**src/rtl/tle_pkg.sv**
```systemverilog
// Shared types and constants for the terminal line editor.
`timescale 1ns / 1ps

package tle_pkg;

    localparam int LINE_LENGTH = 64;
    localparam int IDX_W       = $clog2(LINE_LENGTH);
    localparam int CNT_W       = 7;
    localparam int BYTE_W      = 8;
    localparam int QUEUE_DEPTH = 4;
    localparam int QPTR_W      = $clog2(QUEUE_DEPTH);
    localparam int QCNT_W      = QPTR_W + 1;
    localparam int LIMIT_RESET = 64;

    localparam logic [BYTE_W-1:0] KEY_ENTER    = 8'd10;
    localparam logic [BYTE_W-1:0] KEY_ESC      = 8'd27;
    localparam logic [BYTE_W-1:0] KEY_TWO      = 8'd50;
    localparam logic [BYTE_W-1:0] KEY_THREE    = 8'd51;
    localparam logic [BYTE_W-1:0] KEY_RIGHT    = 8'd67;
    localparam logic [BYTE_W-1:0] KEY_LEFT     = 8'd68;
    localparam logic [BYTE_W-1:0] KEY_END      = 8'd70;
    localparam logic [BYTE_W-1:0] KEY_HOME     = 8'd72;
    localparam logic [BYTE_W-1:0] KEY_LBRACKET = 8'd91;
    localparam logic [BYTE_W-1:0] KEY_TILDE    = 8'd126;
    localparam logic [BYTE_W-1:0] KEY_BS       = 8'd127;

    typedef enum logic [2:0] {
        PH_IDLE,
        PH_ESC,
        PH_BRACKET,
        PH_INS_TILDE,
        PH_DEL_TILDE
    } esc_phase_t;

    typedef enum logic [3:0] {
        OP_NOP,
        OP_RIGHT,
        OP_LEFT,
        OP_HOME,
        OP_END,
        OP_TOGGLE,
        OP_DELETE,
        OP_BACKSPACE,
        OP_TYPE,
        OP_ENTER
    } op_t;

    typedef struct packed {
        op_t               op;
        logic [BYTE_W-1:0] ch;
    } cmd_t;

    typedef enum logic [1:0] {
        B_IDLE,
        B_MOVE,
        B_FINISH,
        B_EMIT
    } back_state_t;

endpackage

```
**src/rtl/tle_front.sv**
```systemverilog
// Front end: accepts key bytes, tracks escape sequences, issues edit commands.
`timescale 1ns / 1ps

module tle_front (
    input  logic                       clk,
    input  logic                       rst_n,
    input  logic                       start,
    input  logic [tle_pkg::BYTE_W-1:0] key_byte,
    input  logic                       q_full,
    output logic                       busy,
    output logic                       push,
    output tle_pkg::cmd_t              push_cmd
);
    import tle_pkg::*;

    esc_phase_t phase_reg;
    esc_phase_t phase_next;
    op_t        op;

    assign busy = q_full;
    assign push = start && !q_full;

    always_ff @(posedge clk or negedge rst_n)
    begin
        if (!rst_n)
        begin
            phase_reg <= PH_IDLE;
        end
        else
        begin
            phase_reg <= phase_next;
        end
    end

    always_comb
    begin
        phase_next = phase_reg;
        op         = OP_NOP;
        case (phase_reg)
            PH_ESC:
            begin
                phase_next = (key_byte == KEY_LBRACKET) ? PH_BRACKET : PH_IDLE;
            end
            PH_BRACKET:
            begin
                phase_next = PH_IDLE;
                if (key_byte == KEY_TWO)
                    phase_next = PH_INS_TILDE;
                else if (key_byte == KEY_THREE)
                    phase_next = PH_DEL_TILDE;
                else if (key_byte == KEY_RIGHT)
                    op = OP_RIGHT;
                else if (key_byte == KEY_LEFT)
                    op = OP_LEFT;
                else if (key_byte == KEY_HOME)
                    op = OP_HOME;
                else if (key_byte == KEY_END)
                    op = OP_END;
            end
            PH_INS_TILDE:
            begin
                phase_next = PH_IDLE;
                if (key_byte == KEY_TILDE)
                    op = OP_TOGGLE;
            end
            PH_DEL_TILDE:
            begin
                phase_next = PH_IDLE;
                if (key_byte == KEY_TILDE)
                    op = OP_DELETE;
            end
            default:
            begin
                phase_next = PH_IDLE;
                if (key_byte == KEY_ESC)
                    phase_next = PH_ESC;
                else if (key_byte == KEY_ENTER)
                    op = OP_ENTER;
                else if (key_byte == KEY_BS)
                    op = OP_BACKSPACE;
                else
                    op = OP_TYPE;
            end
        endcase
        // hold the phase unless a word is taken
        if (!push)
            phase_next = phase_reg;
    end

    assign push_cmd.op = op;
    assign push_cmd.ch = key_byte;

endmodule

```
**src/rtl/tle_cmd_fifo.sv**
```systemverilog
// Short command queue between the decoder and the line engine.
`timescale 1ns / 1ps

module tle_cmd_fifo (
    input  logic          clk,
    input  logic          rst_n,
    input  logic          push,
    input  tle_pkg::cmd_t push_cmd,
    input  logic          pop,
    output tle_pkg::cmd_t pop_cmd,
    output logic          full,
    output logic          not_empty
);
    import tle_pkg::*;

    cmd_t              entry_reg [QUEUE_DEPTH];
    logic [QPTR_W-1:0] wr_ptr_reg;
    logic [QPTR_W-1:0] wr_ptr_next;
    logic [QPTR_W-1:0] rd_ptr_reg;
    logic [QPTR_W-1:0] rd_ptr_next;
    logic [QCNT_W-1:0] count_reg;
    logic [QCNT_W-1:0] count_next;
    logic              do_push;
    logic              do_pop;

    assign full      = (count_reg == QCNT_W'(QUEUE_DEPTH));
    assign not_empty = (count_reg != '0);
    assign do_push   = push && !full;
    assign do_pop    = pop && not_empty;
    assign pop_cmd   = entry_reg[rd_ptr_reg];

    always_comb
    begin
        wr_ptr_next = do_push ? wr_ptr_reg + 1'b1 : wr_ptr_reg;
        rd_ptr_next = do_pop ? rd_ptr_reg + 1'b1 : rd_ptr_reg;
        count_next  = count_reg;
        if (do_push && !do_pop)
            count_next = count_reg + 1'b1;
        else if (do_pop && !do_push)
            count_next = count_reg - 1'b1;
    end

    always_ff @(posedge clk or negedge rst_n)
    begin
        if (!rst_n)
        begin
            wr_ptr_reg <= '0;
            rd_ptr_reg <= '0;
            count_reg  <= '0;
        end
        else
        begin
            wr_ptr_reg <= wr_ptr_next;
            rd_ptr_reg <= rd_ptr_next;
            count_reg  <= count_next;
        end
    end

    always_ff @(posedge clk)
    begin
        if (do_push)
            entry_reg[wr_ptr_reg] <= push_cmd;
    end

endmodule

```
**src/rtl/tle_back.sv**
```systemverilog
// Line engine: runs edit commands on the line store and drives result words.
`timescale 1ns / 1ps

module tle_back (
    input  logic                       clk,
    input  logic                       rst_n,
    input  tle_pkg::cmd_t              cmd,
    input  logic                       cmd_valid,
    output logic                       cmd_pop,
    input  logic [tle_pkg::CNT_W-1:0]  line_limit,
    output logic                       strobe,
    output logic                       result_kind,
    output logic [tle_pkg::CNT_W-1:0]  line_length,
    output logic [tle_pkg::CNT_W-1:0]  cursor_place,
    output logic                       insert_on,
    output logic [tle_pkg::BYTE_W-1:0] line_char,
    output logic                       char_valid,
    output logic                       last
);
    import tle_pkg::*;

    logic [BYTE_W-1:0] mem [LINE_LENGTH];
    logic              mem_we;
    logic [IDX_W-1:0]  mem_waddr;
    logic [BYTE_W-1:0] mem_wdata;
    logic [BYTE_W-1:0] rd_data_reg;

    back_state_t       state_reg, state_next;
    logic [CNT_W-1:0]  fill_reg, fill_next;
    logic [CNT_W-1:0]  cur_reg, cur_next;
    logic              ins_reg, ins_next;
    op_t               op_reg, op_next;
    logic [BYTE_W-1:0] ch_reg, ch_next;
    logic [IDX_W-1:0]  src_reg, src_next;
    logic [CNT_W-1:0]  left_reg, left_next;
    logic              up_reg, up_next;
    logic              pend_vld_reg, pend_vld_next;
    logic [IDX_W-1:0]  pend_addr_reg, pend_addr_next;

    logic              strobe_reg, strobe_next;
    logic              kind_reg, kind_next;
    logic [CNT_W-1:0]  len_reg, len_next;
    logic [CNT_W-1:0]  curp_reg, curp_next;
    logic              ins_out_reg, ins_out_next;
    logic [BYTE_W-1:0] char_reg, char_next;
    logic              cvalid_reg, cvalid_next;
    logic              last_reg, last_next;

    logic              status_emit;
    logic [CNT_W-1:0]  eff_lim;
    logic              emit_last;

    always_comb
    begin
        if (line_limit == '0)
            eff_lim = CNT_W'(1);
        else if (line_limit > CNT_W'(LINE_LENGTH))
            eff_lim = CNT_W'(LINE_LENGTH);
        else
            eff_lim = line_limit;
    end

    assign emit_last = (pend_addr_reg == IDX_W'(fill_reg - 1'b1));

    always_comb
    begin
        state_next     = state_reg;
        fill_next      = fill_reg;
        cur_next       = cur_reg;
        ins_next       = ins_reg;
        op_next        = op_reg;
        ch_next        = ch_reg;
        src_next       = src_reg;
        left_next      = left_reg;
        up_next        = up_reg;
        pend_vld_next  = 1'b0;
        pend_addr_next = pend_addr_reg;
        mem_we         = 1'b0;
        mem_waddr      = '0;
        mem_wdata      = '0;
        cmd_pop        = 1'b0;
        status_emit    = 1'b0;
        strobe_next    = 1'b0;
        kind_next      = kind_reg;
        len_next       = len_reg;
        curp_next      = curp_reg;
        ins_out_next   = ins_out_reg;
        char_next      = char_reg;
        cvalid_next    = cvalid_reg;
        last_next      = last_reg;

        case (state_reg)
            B_IDLE:
            begin
                cmd_pop = cmd_valid;
                if (cmd_valid)
                begin
                    op_next = cmd.op;
                    ch_next = cmd.ch;
                    case (cmd.op)
                        OP_RIGHT:
                        begin
                            if (cur_reg < fill_reg)
                                cur_next = cur_reg + 1'b1;
                            status_emit = 1'b1;
                        end
                        OP_LEFT:
                        begin
                            if (cur_reg != '0)
                                cur_next = cur_reg - 1'b1;
                            status_emit = 1'b1;
                        end
                        OP_HOME:
                        begin
                            cur_next    = '0;
                            status_emit = 1'b1;
                        end
                        OP_END:
                        begin
                            cur_next    = fill_reg;
                            status_emit = 1'b1;
                        end
                        OP_TOGGLE:
                        begin
                            ins_next    = !ins_reg;
                            status_emit = 1'b1;
                        end
                        OP_DELETE:
                        begin
                            if (cur_reg < fill_reg)
                            begin
                                // close the gap at the cursor, left shift
                                src_next   = IDX_W'(cur_reg + 1'b1);
                                up_next    = 1'b1;
                                left_next  = fill_reg - cur_reg - 1'b1;
                                state_next = B_MOVE;
                            end
                            else
                            begin
                                status_emit = 1'b1;
                            end
                        end
                        OP_BACKSPACE:
                        begin
                            if (cur_reg != '0)
                            begin
                                src_next   = IDX_W'(cur_reg);
                                up_next    = 1'b1;
                                left_next  = fill_reg - cur_reg;
                                state_next = B_MOVE;
                            end
                            else
                            begin
                                status_emit = 1'b1;
                            end
                        end
                        OP_TYPE:
                        begin
                            if (fill_reg >= eff_lim)
                            begin
                                status_emit = 1'b1;
                            end
                            else if (ins_reg)
                            begin
                                // open a gap at the cursor, right shift from the end
                                src_next   = IDX_W'(fill_reg - 1'b1);
                                up_next    = 1'b0;
                                left_next  = fill_reg - cur_reg;
                                state_next = B_MOVE;
                            end
                            else
                            begin
                                mem_we    = 1'b1;
                                mem_waddr = IDX_W'(cur_reg);
                                mem_wdata = cmd.ch;
                                if (cur_reg == fill_reg)
                                    fill_next = fill_reg + 1'b1;
                                cur_next    = cur_reg + 1'b1;
                                status_emit = 1'b1;
                            end
                        end
                        OP_ENTER:
                        begin
                            if (fill_reg == '0)
                            begin
                                ins_next     = 1'b0;
                                strobe_next  = 1'b1;
                                kind_next    = 1'b1;
                                len_next     = '0;
                                curp_next    = '0;
                                ins_out_next = 1'b0;
                                char_next    = '0;
                                cvalid_next  = 1'b0;
                                last_next    = 1'b1;
                            end
                            else
                            begin
                                src_next   = '0;
                                left_next  = fill_reg;
                                state_next = B_EMIT;
                            end
                        end
                        default:
                        begin
                            status_emit = 1'b1;
                        end
                    endcase
                end
            end
            B_MOVE:
            begin
                if (pend_vld_reg)
                begin
                    mem_we    = 1'b1;
                    mem_waddr = pend_addr_reg;
                    mem_wdata = rd_data_reg;
                end
                if (left_reg != '0)
                begin
                    pend_vld_next  = 1'b1;
                    pend_addr_next = up_reg ? src_reg - 1'b1 : src_reg + 1'b1;
                    src_next       = up_reg ? src_reg + 1'b1 : src_reg - 1'b1;
                    left_next      = left_reg - 1'b1;
                end
                else
                begin
                    state_next = B_FINISH;
                end
            end
            B_FINISH:
            begin
                case (op_reg)
                    OP_TYPE:
                    begin
                        mem_we    = 1'b1;
                        mem_waddr = IDX_W'(cur_reg);
                        mem_wdata = ch_reg;
                        fill_next = fill_reg + 1'b1;
                        cur_next  = cur_reg + 1'b1;
                    end
                    OP_DELETE:
                    begin
                        fill_next = fill_reg - 1'b1;
                    end
                    OP_BACKSPACE:
                    begin
                        fill_next = fill_reg - 1'b1;
                        cur_next  = cur_reg - 1'b1;
                    end
                    default:
                    begin
                        fill_next = fill_reg;
                    end
                endcase
                status_emit = 1'b1;
                state_next  = B_IDLE;
            end
            B_EMIT:
            begin
                if (left_reg != '0)
                begin
                    pend_vld_next  = 1'b1;
                    pend_addr_next = src_reg;
                    src_next       = src_reg + 1'b1;
                    left_next      = left_reg - 1'b1;
                end
                if (pend_vld_reg)
                begin
                    strobe_next  = 1'b1;
                    kind_next    = 1'b1;
                    len_next     = fill_reg;
                    curp_next    = CNT_W'(pend_addr_reg);
                    ins_out_next = 1'b0;
                    char_next    = rd_data_reg;
                    cvalid_next  = 1'b1;
                    last_next    = emit_last;
                    if (emit_last)
                    begin
                        fill_next     = '0;
                        cur_next      = '0;
                        ins_next      = 1'b0;
                        pend_vld_next = 1'b0;
                        state_next    = B_IDLE;
                    end
                end
            end
            default:
            begin
                state_next = B_IDLE;
            end
        endcase

        if (status_emit)
        begin
            strobe_next  = 1'b1;
            kind_next    = 1'b0;
            len_next     = fill_next;
            curp_next    = cur_next;
            ins_out_next = ins_next;
            char_next    = '0;
            cvalid_next  = 1'b0;
            last_next    = 1'b1;
        end
    end

    always_ff @(posedge clk or negedge rst_n)
    begin
        if (!rst_n)
        begin
            state_reg    <= B_IDLE;
            fill_reg     <= '0;
            cur_reg      <= '0;
            ins_reg      <= 1'b0;
            left_reg     <= '0;
            pend_vld_reg <= 1'b0;
            strobe_reg   <= 1'b0;
        end
        else
        begin
            state_reg    <= state_next;
            fill_reg     <= fill_next;
            cur_reg      <= cur_next;
            ins_reg      <= ins_next;
            left_reg     <= left_next;
            pend_vld_reg <= pend_vld_next;
            strobe_reg   <= strobe_next;
        end
    end

    always_ff @(posedge clk)
    begin
        op_reg        <= op_next;
        ch_reg        <= ch_next;
        src_reg       <= src_next;
        up_reg        <= up_next;
        pend_addr_reg <= pend_addr_next;
        kind_reg      <= kind_next;
        len_reg       <= len_next;
        curp_reg      <= curp_next;
        ins_out_reg   <= ins_out_next;
        char_reg      <= char_next;
        cvalid_reg    <= cvalid_next;
        last_reg      <= last_next;
    end

    // line store: one write port, registered read
    always_ff @(posedge clk)
    begin
        if (mem_we)
            mem[mem_waddr] <= mem_wdata;
        rd_data_reg <= mem[src_reg];
    end

    assign strobe       = strobe_reg;
    assign result_kind  = kind_reg;
    assign line_length  = len_reg;
    assign cursor_place = curp_reg;
    assign insert_on    = ins_out_reg;
    assign line_char    = char_reg;
    assign char_valid   = cvalid_reg;
    assign last         = last_reg;

    a_cursor_in_line: assert property (@(posedge clk) disable iff (!rst_n)
        cur_reg <= fill_reg)
        else $error("cursor beyond end of line");

    a_fill_bound: assert property (@(posedge clk) disable iff (!rst_n)
        fill_reg <= CNT_W'(LINE_LENGTH))
        else $error("line fill exceeds store depth");

    a_emit_contiguous: assert property (@(posedge clk) disable iff (!rst_n)
        strobe_reg && !last_reg |=> strobe_reg && kind_reg)
        else $error("gap inside a finished line burst");

    a_status_single: assert property (@(posedge clk) disable iff (!rst_n)
        strobe_reg && !kind_reg |-> last_reg && !cvalid_reg)
        else $error("status word not marked last");

endmodule

```
**src/rtl/terminal_line_editor.sv**
```systemverilog
// A key word passes the command queue before the line engine registers its status word.
// A shifting edit first moves the line tail; Enter gives n characters, one per cycle.
// The line engine takes one word at a time; the one-read one-write line store
// sweep (one character moved per cycle) sets the rate at which words are taken.
// Reset clears control state, line and mode; store contents stay undefined; limit 64.
// The result receiver cannot stall: each result word is shown for one cycle.
`timescale 1ns / 1ps

module terminal_line_editor (
    input  logic                       clk,
    input  logic                       rst_n,
    input  logic                       start,
    output logic                       busy,
    input  logic [tle_pkg::BYTE_W-1:0] key_byte,
    input  logic                       cfg_valid,
    output logic                       cfg_ready,
    input  logic [tle_pkg::CNT_W-1:0]  cfg_data,
    output logic                       strobe,
    output logic                       result_kind,
    output logic [tle_pkg::CNT_W-1:0]  line_length,
    output logic [tle_pkg::CNT_W-1:0]  cursor_place,
    output logic                       insert_on,
    output logic [tle_pkg::BYTE_W-1:0] line_char,
    output logic                       char_valid,
    output logic                       last
);
    import tle_pkg::*;

    logic [CNT_W-1:0] limit_reg;
    logic [CNT_W-1:0] limit_next;
    logic             q_full;
    logic             q_not_empty;
    logic             push;
    logic             pop;
    cmd_t             push_cmd;
    cmd_t             pop_cmd;

    assign cfg_ready  = 1'b1;
    assign limit_next = (cfg_valid && cfg_ready) ? cfg_data : limit_reg;

    always_ff @(posedge clk or negedge rst_n)
    begin
        if (!rst_n)
        begin
            limit_reg <= CNT_W'(LIMIT_RESET);
        end
        else
        begin
            limit_reg <= limit_next;
        end
    end

    tle_front u_front (
        .clk      (clk),
        .rst_n    (rst_n),
        .start    (start),
        .key_byte (key_byte),
        .q_full   (q_full),
        .busy     (busy),
        .push     (push),
        .push_cmd (push_cmd)
    );

    tle_cmd_fifo u_fifo (
        .clk       (clk),
        .rst_n     (rst_n),
        .push      (push),
        .push_cmd  (push_cmd),
        .pop       (pop),
        .pop_cmd   (pop_cmd),
        .full      (q_full),
        .not_empty (q_not_empty)
    );

    tle_back u_back (
        .clk          (clk),
        .rst_n        (rst_n),
        .cmd          (pop_cmd),
        .cmd_valid    (q_not_empty),
        .cmd_pop      (pop),
        .line_limit   (limit_reg),
        .strobe       (strobe),
        .result_kind  (result_kind),
        .line_length  (line_length),
        .cursor_place (cursor_place),
        .insert_on    (insert_on),
        .line_char    (line_char),
        .char_valid   (char_valid),
        .last         (last)
    );

endmodule

```
**config.mk**
```make
export PLATFORM = sky130hd
export DESIGN_NAME = terminal_line_editor
export DESIGN_NICKNAME = d
export VERILOG_FILES = /design/src/rtl/tle_pkg.sv /design/src/rtl/tle_front.sv /design/src/rtl/tle_cmd_fifo.sv /design/src/rtl/tle_back.sv /design/src/rtl/terminal_line_editor.sv
export SDC_FILE = /design/constraint.sdc
export NUM_CORES = 1
export LEC_CHECK = 0
export ABC_AREA = 1
export ABC_CLOCK_PERIOD_IN_PS = 5200
export BUFFER_PORTS_ARGS = -buffer_cell sky130_fd_sc_hd__buf_4
export CORE_ASPECT_RATIO = 0.7
export CORE_UTILIZATION = 50
export CTS_BUF_LIST = sky130_fd_sc_hd__clkbuf_8
export DETAILED_ROUTE_END_ITERATION = 16
export PLACE_DENSITY = 0.66
export SLEW_MARGIN = 20
export SYNTH_ARGS = -nofsm -noshare
export SYNTH_HDL_FRONTEND = slang
export SYNTH_HIERARCHICAL = 1
export SYNTH_SLANG_ARGS = --single-unit
```
**constraint.sdc**
```tcl
create_clock -name clk -period 5.2 [get_ports clk]
set_clock_uncertainty 0.1 [all_clocks]
set_input_delay 0.26 -clock clk [delete_from_list [all_inputs] [get_ports clk]]
set_output_delay 0.26 -clock clk [all_outputs]
set_load 0.03 [all_outputs]
```
Yosys cells after proc, flatten, opt, wreduce, memory -nomap -nowiden

Memory sizes are Yosys's and may differ from the RTL's. A register that Yosys moved wholly into a read port is not among the register bits.
Index checks and enable logic that the tools add are counted.

Bitwise operators: 0
Multiplexer cells: 155
Div/mod/pow operators: 0
Reduce and logical (&&, ||, !) cells: 33
Multiply operators: 0
$lt $le $gt $ge: 3
Add/sub/neg operators: 13
Equality and inequality tests: 56
Shift-type cells: 0

Operators by type and width:

| kind                                                               | number |
|---|---|
| 7-bit 2-to-1 mux                                                   | 30 |
| 6-bit 2-to-1 mux                                                   | 18 |
| 8-bit 2-to-1 mux                                                   | 10 |
| 7-bit one-hot mux with 2 select lines                              | 5 |
| 8-bit by 7-bit == test with 1-bit output, second input constant    | 7 |
| 7-bit one-hot mux with 3 select lines                              | 2 |
| 1-bit 2-to-1 mux                                                   | 41 |
| 6-bit one-hot mux with 3 select lines                              | 2 |
| 7-bit one-hot mux with 5 select lines                              | 1 |
| 4-bit 2-to-1 mux                                                   | 8 |
| 7-bit one-hot mux with 4 select lines                              | 1 |
| 7-bit by 1-bit subtractor with 7-bit output, second input constant | 4 |
| 4-bit by 3-bit == test with 1-bit output, second input constant    | 6 |
| 6-bit one-hot mux with 4 select lines                              | 1 |
| 8-bit one-hot mux with 3 select lines                              | 1 |
| 3-bit 2-to-1 mux                                                   | 7 |
| 2-bit 2-to-1 mux                                                   | 10 |
| 2-bit by 1-bit != test with 1-bit output, second input constant    | 10 |
| 10-bit AND reduction                                               | 2 |
| 1-bit one-hot mux with 2 select lines                              | 9 |
| 8-bit by 6-bit == test with 1-bit output, second input constant    | 2 |
| 2-bit one-hot mux with 4 select lines                              | 2 |
| 4-bit one-hot mux with 4 select lines                              | 1 |
| 8-bit one-hot mux with 2 select lines                              | 1 |
| other kinds (44)                                                   | 79 |

Input bits: 19
Bits in latches: 0
ROM bits: 0
Memory bits (writable): 560
Bits in registers: 94
Memories kept: 2

Memories:

| name             | words | width | read ports | clocked after Yosys merged registers in | wr ports | RTL line           | source |
|---|---|---|---|---|---|---|---|
| u_back.mem       | 64    | 8     | 1          | 1                                       | 1        | tle_back.sv:22     | `logic [BYTE_W-1:0] mem [LINE_LENGTH];` |
| u_fifo.entry_reg | 4     | 12    | 1          | 0                                       | 1        | tle_cmd_fifo.sv:16 | `cmd_t entry_reg [QUEUE_DEPTH];` |

Depth between registers and ports, before layout

Gate-level depths: netlist of run 1.

Depth after elaboration: 10
Mapped depth: 21

Modules after synthesis

The synthesis of run 1 kept the hierarchy.

Modules (own cells, without submodules):

| module               | cells an instance | times used | area an instance (um^2) |
|---|---|---|---|
| tle_back             | 2490              | 1          | 26813.2 |
| tle_cmd_fifo         | 200               | 1          | 2397.3 |
| tle_front            | 101               | 1          | 524.3 |
| terminal_line_editor | 32                | 1          | 281.5 |

Worst setup path before layout of run 1

OpenSTA, ideal clock, no wires.

Path type: register to register
Start point: register limit_reg[3]
End point: memory u_back.mem[0][3] (data pin)
Data required time: 4.512 ns
Library setup time: 0.588 ns
Period minus slack after synthesis: 4.495 ns
Data arrival time: 3.807 ns
Stages on the path, launching flop included: 15
Setup slack: 0.705 ns
Path through: dfrtp_1 -> nor4_1 -> nand2_1 -> nand2_1 -> nand2_1 -> ha_1 -> nand3_1 -> nand2_1 -> o21ai_2 -> nand2_2 -> nor2_4 -> nand3_2 -> inv_1 -> nand2_1 -> a31oi_1

Cells in the longest elaborated chain, start to end: 8
Elaborated cells between the ends (all ways): 9

RTL lines:

| item                                    | RTL line                   | source |
|---|---|---|
| start, declared                         | terminal_line_editor.sv:29 | `logic [CNT_W-1:0] limit_reg;` |
| start signal, assigned                  | terminal_line_editor.sv:45 | `limit_reg <= CNT_W'(LIMIT_RESET);` |
| start signal, assigned                  | terminal_line_editor.sv:49 | `limit_reg <= limit_next;` |
| 7-bit greater-than comparator           | tle_back.sv:57             | `else if (line_limit > CNT_W'(LINE_LENGTH))` |
| 7-bit 2-to-1 mux                        | tle_back.sv:57             |  |
| 7-bit 2-to-1 mux *                      | tle_back.sv:55             | `if (line_limit == '0)` |
| 7-bit greater-or-equal comparator *     | tle_back.sv:159            | `if (fill_reg >= eff_lim)` |
| 8-bit 2-to-1 mux *                      | tle_back.sv:159            |  |
| 8-bit 2-to-1 mux *                      | tle_back.sv:100            | `case (cmd.op)` |
| 8-bit 2-to-1 mux *                      | tle_back.sv:96             | `if (cmd_valid)` |
| 8-bit one-hot mux with 3 select lines * | tle_back.sv:92             | `case (state_reg)` |
| named net u_back.mem_wdata[3]           | tle_back.sv:25             | `logic [BYTE_W-1:0] mem_wdata;` |
| end, declared                           | tle_back.sv:22             |  |

The timed path passes the listed nets; every way through them passes the cells marked *.

==> qor.yml, run 1 <==
timing:
  finalSetupViolCount: 0
  grt_setup_unrepaired: "false"
  hold_ws_ns: 0.0300
  timing.slew.headroom: 0.262
  setup_tns_ns: 0
  slew_violations: 0
  fin_crit_ns: 4.50
  finalHoldViolCount: 0
  tightest_slew_ns: 1.10
  min_period_over_period: 0.866
  max_freq_mhz: 222
routing:
  drcViolationCount: 0
  dr.pass1.iters: 8
  viasPerCell: 5.96
  finalWirelength_um: 88800
  via_count: 22400
  drt_iter0_markers: 3297
  ant_nets: 0
  wl_per_cell_um: 23.6
worst_setup_path:
  reg2reg_from: "u_fifo/rd_ptr_reg[0]"
  critPathLaunchType: "register"
  cp.arrival_ns: 4.72
  critPathCaptureType: "register"
  crit_type: "reg2reg"
  critPathLaunch: "u_fifo/rd_ptr_reg[0]"
  critPathMaxFanout: 49
  cp.required_ns: 5.42
logic_synthesis:
  synth_edf_count: 600
  synth_seq_area_share: 0.649
  syn_area_per_cell_um2: 10.6
  yosys_warnings: 6
  ys.flop_type: "edfxtp_1"
  syn-cell-area_um2: 30000
  syn_nets: 2878
  async_flop_share: 0.0650
  synthCells: 2823
  ys_types: 59
  synth_seq_cells: 662
final_layout:
  largest_reg_flops: 512
  drive_above_1_share: 0.106
  layout_commonest_cell: "edfxtp_1"
  multi_input_area_um2: 9320
  seqCellArea_um2: 19500
  final_cell_count_no_fill: 3762
  finalNetCount: 2949
  area_growth_syn_to_layout_pct: 10.7
  final_cell_mix: "edfxtp_1, nand2_1, nor2_1"
  fillers: 4956
die:
  die_y_um: 207
  coreArea_um2: 58800
  fp-row-count: 74
  io_pins: 48
  start_util: 0.511
  die-width_um: 295
  fp.dieArea_um2: 61000
clocking:
  clock_sinks: 662
  cts_tree: "built"
  cts-buffers-inserted: 99
  ctsHoldBuffers: 31
  post_cts.resized_instances: 0
  clock-root-buffer: "clkbuf_8"
  clk_pin_slew_ns: 0.06
  clkLatencyLatePin_ns: 0.71
  cts_max_level: 3
  clk_path_buf_depth: 3
  cts_setup_buffers: 0
global_routing:
  antenna_found_initial: 2
  grt_max_degree: 217
  grt_pass1_vias: 20900
  grt_overflow_total: 0
  grt.total_usage: 0.293
  grt_pass1_wl_um: 132000
power_and_ir_drop:
  worst_ir_drop_vdd_mv: 0.660
  p_per_area_nw_per_um2: 622
  p_leak_nw: 12.4
flow_run:
  max-cap-violations: 0
min_path:
  hp-class: "in2async"
placement:
  portBuffers: 46
  gp_congestion: 1.02
  dp_hpwl_um: 57900
  dp.cells: 3560
run_status:
  status: "finished, final reports clean"
[metrics by stage]
step / power (mW) / worst slack [ns] / util / instance area, µm²
floorplan: 13.2 / 0.705 / - / 30000
global placement: 16.4 / 1.03 / 0.530 / 31200
detailed placement: 16.4 / 0.878 / 0.530 / 31200
CTS: 20.4 / 0.863 / 0.565 / 33200
global route: 21.7 / 0.423 / 0.565 / 33200
finish: 20.7 / 0.695 / 0.565 / 33200
[area by class of cell]
type / count / share of cell area
Multi-Input combinational cell: 1838 / 0.280
Antenna cell: 1 / 0.0000753
Clock inverter: 67 / 0.0105
Inverter: 173 / 0.0198
Sequential cell: 662 / 0.586
Timing Repair Buffer: 120 / 0.0306
Clock buffer: 103 / 0.0427
Tap cell: 798 / 0.0300
[path summary, 6_finish.rpt]
check	depth (start not counted)	slack, ns	endpoint
worst min register to register	2	0.38	u_back/char_valid
max in group asynchronous	2	4.45	u_back/fill_reg[2]
worst max register to register	15	0.70	u_back/mem[2][0]
min in group clk	2	0.26	u_fifo/entry_reg[2][4]
worst min-delay path	2	0.03	u_front/phase_reg[0]
worst max-delay path	15	0.70	u_back/mem[2][0]
[power by group]
| group | switching (mW) | internal, mW |
|---|---|---|
| combinational | 6.89 | 2.50 |
| sequential | 0.495 | 6.87 |
| clock | 2.04 | 1.89 |
[cell usage after synthesis, types with 2 or more instances]
cell,number,share of area
a21oi_1,55,0.0092
a21oi_2,9,0.0026
a21oi_4,2,0.0011
a221oi_1,2,0.00058
a22oi_1,3,0.00075
a31oi_1,12,0.0025
buf_1,8,0.0010
buf_2,37,0.0062
buf_4,14,0.0035
buf_6,4,0.0015
clkbuf_1,85,0.011
clkbuf_2,2,0.00033
clkinv_1,4,0.00050
dfrtp_1,42,0.035
dfxtp_1,19,0.013
edfxtp_1,600,0.60
fa_1,2,0.0013
ha_1,34,0.014
inv_1,146,0.018
inv_2,22,0.0028
mux2i_1,20,0.0067
nand2_1,510,0.064
nand2_2,19,0.0040
nand3_1,101,0.017
nand3_2,10,0.0033
nand3b_1,7,0.0018
nand4_1,13,0.0027
nor2_1,430,0.054
nor2_2,9,0.0019
nor2_4,3,0.0011
nor3_1,9,0.0015
o2111ai_1,5,0.0015
o211ai_1,24,0.0060
o211ai_2,9,0.0038
o21ai_0,326,0.054
o21ai_1,10,0.0017
o221ai_1,5,0.0015
o22ai_1,155,0.032
o31ai_1,5,0.0013
or2_2,4,0.00083
xnor2_1,12,0.0035
xor2_1,18,0.0053
[metal layers]
metal / vias to the layer above / global-route usage / routed length (µm)
li1: 10100 / - / -
met2: 1414 / 0.386 / 34700
met1: 10800 / 0.455 / 39600
met4: 0 / 0.0731 / 1770
met3: 140 / 0.101 / 12700
met5: - / 0.00393 / 0
[critical path: stages, from the launching register on]
cell and delay (ns):
dfrtp_1 0.40, inv_2 0.59, nand2_1 0.16, o211ai_2 0.10, nand2_1 0.19, nor2_1 0.20
nand2_2 0.23, nor2_4 0.23, nand3_2 0.17, nand2_2 0.14, nand2_1 0.06, nand2_1 0.09
nand2_2 0.13, inv_2 0.11, nand3_2 0.44, nor2_1 0.77
[logic make-up (layout without fill, tap and decap cells)]
kind of cell / Yosys count / in the layout / synth area share
AND/OR/NAND/NOR: 1121 / 1121 / 0.154
flip-flops: 662 / 662 / 0.649
AO/OA/AOI/OAI: 629 / 629 / 0.121
buffers and inverters: 323 / 463 / 0.0449
adder cells (fa/ha/maj): 36 / 36 / 0.0155
XOR/XNOR: 31 / 31 / 0.00950
multiplexers: 20 / 20 / 0.00667
other: 1 / 2 / 0.000125
Note: power is estimated with default switching activity, not from simulation.
==> inputs of run 2 (changes only) <==
--- a/config.mk
+++ b/config.mk
@@ -12,9 +12,9 @@
 export CORE_UTILIZATION = 50
 export CTS_BUF_LIST = sky130_fd_sc_hd__clkbuf_8
 export DETAILED_ROUTE_END_ITERATION = 16
+export GPL_ROUTABILITY_DRIVEN = 0
 export PLACE_DENSITY = 0.66
 export SLEW_MARGIN = 20
 export SYNTH_ARGS = -nofsm -noshare
 export SYNTH_HDL_FRONTEND = slang
-export SYNTH_HIERARCHICAL = 1
 export SYNTH_SLANG_ARGS = --single-unit
==> qor.yml, run 2 <==
global_routing:
  grt.total_usage: 0.284  # -0.00924
  grt_overflow_total: 0  # unchanged
  grt_pass1_wl_um: 130000  # -1.8%
  grt_pass1_vias: 21500  # +2.8%
  grt_max_degree: 260  # +20%
  antenna_found_initial: 2  # unchanged
clocking:
  cts_max_level: 3  # unchanged
  clock-root-buffer: "clkbuf_8"
  clock_sinks: 662  # unchanged
  clk_pin_slew_ns: 0.07  # about the same
  cts-buffers-inserted: 100  # +1.0%
  cts_setup_buffers: 0  # unchanged
  cts_tree: "built"
  clkLatencyLatePin_ns: 0.71  # about the same
  clk_path_buf_depth: 3  # unchanged
logic_synthesis:
  synthCells: 2838  # +0.53%
  synth_area_leader_cell: "edfxtp_1"
  synth_top_cells_by_count: "edfxtp_1, nor2_1, nand2_1, o21ai_0, o22ai_1"
  yosysMostFrequentCell: "edfxtp_1"
  synth_seq_area_share: 0.650  # +0.00103
  synth_seq_cells: 662  # unchanged
  syn_area_per_cell_um2: 10.6  # -0.69%
  yosys_warnings: 0  # -6
  async_flop_share: 0.0650  # unchanged
  syn-cell-area_um2: 30000  # -0.16%
  netlist_top_cells_area: "edfxtp_1, o21ai_0, nor2_1"
  ys.flop_type: "edfxtp_1"
  synth_edf_count: 600  # unchanged
  syn_nets: 2894  # +0.56%
  ys_types: 56  # -5.1%
  synth_top_area_frac: 0.601  # +0.000952
die:
  die-width_um: 295  # about the same
  die_y_um: 207  # about the same
  coreArea_um2: 58800  # unchanged
  fp.dieArea_um2: 60900  # -0.16%
  io_pins: 48  # unchanged
  fp-row-count: 74  # unchanged
  start_util: 0.510  # -0.000809
final_layout:
  area_growth_syn_to_layout_pct: 12.4
  multi_input_area_um2: 9470  # +1.5%
  largest_reg_flops: 512  # unchanged
  finalNetCount: 2983  # +1.2%
  seqCellArea_um2: 19500  # unchanged
  drive_above_1_share: 0.109  # +0.00326
  final_cell_mix: "edfxtp_1, nor2_1, nand2_1"
  fillers: 4912  # -0.89%
  layout_commonest_cell: "edfxtp_1"
worst_setup_path:
  cp.required_ns: 5.44  # +0.02 ns
  critPathLaunch: "limit_reg[3]"
  reg2reg_slack_ns: 0.19  # -0.50 ns
  critPathLaunchType: "register"
  critPathCaptureType: "register"
  critPathMaxFanout: 12  # -76%
  crit_type: "reg2reg"
  reg2reg_from: "limit_reg[3]"
  reg2reg_depth: 16  # +1
  cp.arrival_ns: 5.25  # +0.53 ns
timing:
  fin_crit_ns: 5.01  # +0.504 ns
  hold_ws_ns: 0.0928  # +0.0627 ns
  setup_tns_ns: 0  # unchanged
  timing.slew.headroom: 0.245  # -0.0175
  min_period_over_period: 0.963  # +0.0969
  grt_setup_unrepaired: "true"
  tightest_slew_ns: 1.12  # +0.0161 ns
  finalHoldViolCount: 0  # unchanged
  slew_violations: 0  # unchanged
  max_freq_mhz: 200  # -10%
  finalSetupViolCount: 0  # unchanged
power_and_ir_drop:
  p_per_area_nw_per_um2: 601  # -3.5%
  p_sw_frac: 0.448  # -0.00795
  p_int_mw: 11.2  # -0.80%
  p_leak_nw: 12.3  # -0.93%
  p_comb_frac: 0.445  # -0.009
  p_sw_mw: 9.06  # -3.9%
  power_frac_clock: 0.204  # +0.014
  worst_ir_drop_vdd_mv: 0.621  # -5.9%
  p_seq_frac: 0.350  # -0.006
routing:
  wl_per_cell_um: 22.6  # -4.4%
  drcViolationCount: 0  # unchanged
  viasPerCell: 6.08  # +2.0%
  ant_nets: 0  # unchanged
  dr.pass1.iters: 10  # +2
  drt_iter0_markers: 3569  # +8.2%
  via_count: 23200  # +3.4%
  finalWirelength_um: 86000  # -3.2%
min_path:
  hp-class: "in2reg"
  min-delay-start: "start"
  hold_depth: 4
placement:
  dp_hpwl_um: 53800  # -7.0%
  portBuffers: 46  # unchanged
run_status:
  status: "finished, final reports clean"
flow_run:
  max-cap-violations: 0  # unchanged
==> run 2: changes by cell type after synthesis, moves of 20 or more <==
cell	change
nand2_1	-108
o21ai_0	+75
nor2_1	+66
clkbuf_1	+46
nand3_1	+40
inv_1	-23
o221ai_1	+22
buf_2	-21
mux2i_1	-20
==> run 2: per-stage QoR <==
stage                     worst slack [ns]  utilization  instance area [µm²]  std cells  power, mW
after global placement               0.579        0.535                31500       3595       15.7
after CTS                            0.396        0.573                33700       3810       19.9
after floorplan                      0.659            -                30000       2838       12.9
after detailed placement             0.416        0.535                31500       3595       15.8
after global routing                -0.106        0.573                33700       3810       21.3
final                                0.191        0.573                33700       3811       20.2
==> run 2: what timing repair did <==
action | CTS | global route
gates resized for setup | 0 | 2
hold buffers | 28 | 0
endpoints found under the hold margin | 89 | 0
setup endpoints to repair | 0 | 80
==> run 2: per-layer routing <==
layer	GRT usage	vias up	share of wire
li1	-	10300	-
met1	0.427	11200	0.43
met2	0.401	1515	0.42
met3	0.0830	154	0.13
met4	0.0709	2	0.019
met5	0.00865	-	0.00083
==> run 2: kinds of logic after synthesis <==
| kind of cell | after synthesis | synth area share |
|---|---|---|
| compound gates | 678 | 0.128 |
| xor+xnor | 28 | 0.00818 |
| fa+ha+maj | 37 | 0.0159 |
| buf+inv | 297 | 0.0387 |
| flops | 662 | 0.650 |
| mux | 5 | 0.00188 |
| other cells | 1 | 0.000125 |
| simple gates | 1130 | 0.157 |
==> run 2: final timing paths <==
check,to
max in group asynchronous,u_fifo.wr_ptr_reg[1]
min in group asynchronous,u_fifo.count_reg[1]
worst min register to register,u_back.line_char[3]
worst max register to register,u_back.mem[39][3]
worst min-delay path,u_front.phase_reg[2]
worst max-delay path,u_back.mem[39][3]
==> run 2: layout make-up <==
type / count / area share
diodes: 1 / 0.0000743
well taps: 798 / 0.0297
flip-flops and latches: 662 / 0.578
clock buffers: 103 / 0.0421
inverters: 139 / 0.0158
repair buffers: 145 / 0.0381
clock inverters: 84 / 0.0149
multi-input cells: 1879 / 0.281
==> run 2: worst max-delay path, cell delays in order (launching register included) <==
cell and delay (ns):
dfrtp_1 0.39, nor4_1 0.33, nand3_1 0.14, nand2_1 0.13, nand2_1 0.06, ha_1 0.28, nand2_1 0.10, inv_2 0.05
a21oi_2 0.29, nand3_1 0.51, inv_2 0.35, nand2_1 0.11, nor3_2 0.20, nor2_1 0.09, nor2_2 0.20, nand2_1 0.57
nor2_1 0.75
==> run 2: power by group through the flow <==
stage | registers [mW] | logic, mW | clock network (mW)
after global placement | 7.16 | 8.50 | 0
after detailed placement | 7.18 | 8.64 | 0
after CTS | 7.07 | 8.68 | 4.19
after floorplan | 7.12 | 5.78 | 0
after global routing | 7.12 | 9.72 | 4.42
final | 7.09 | 9.01 | 4.13
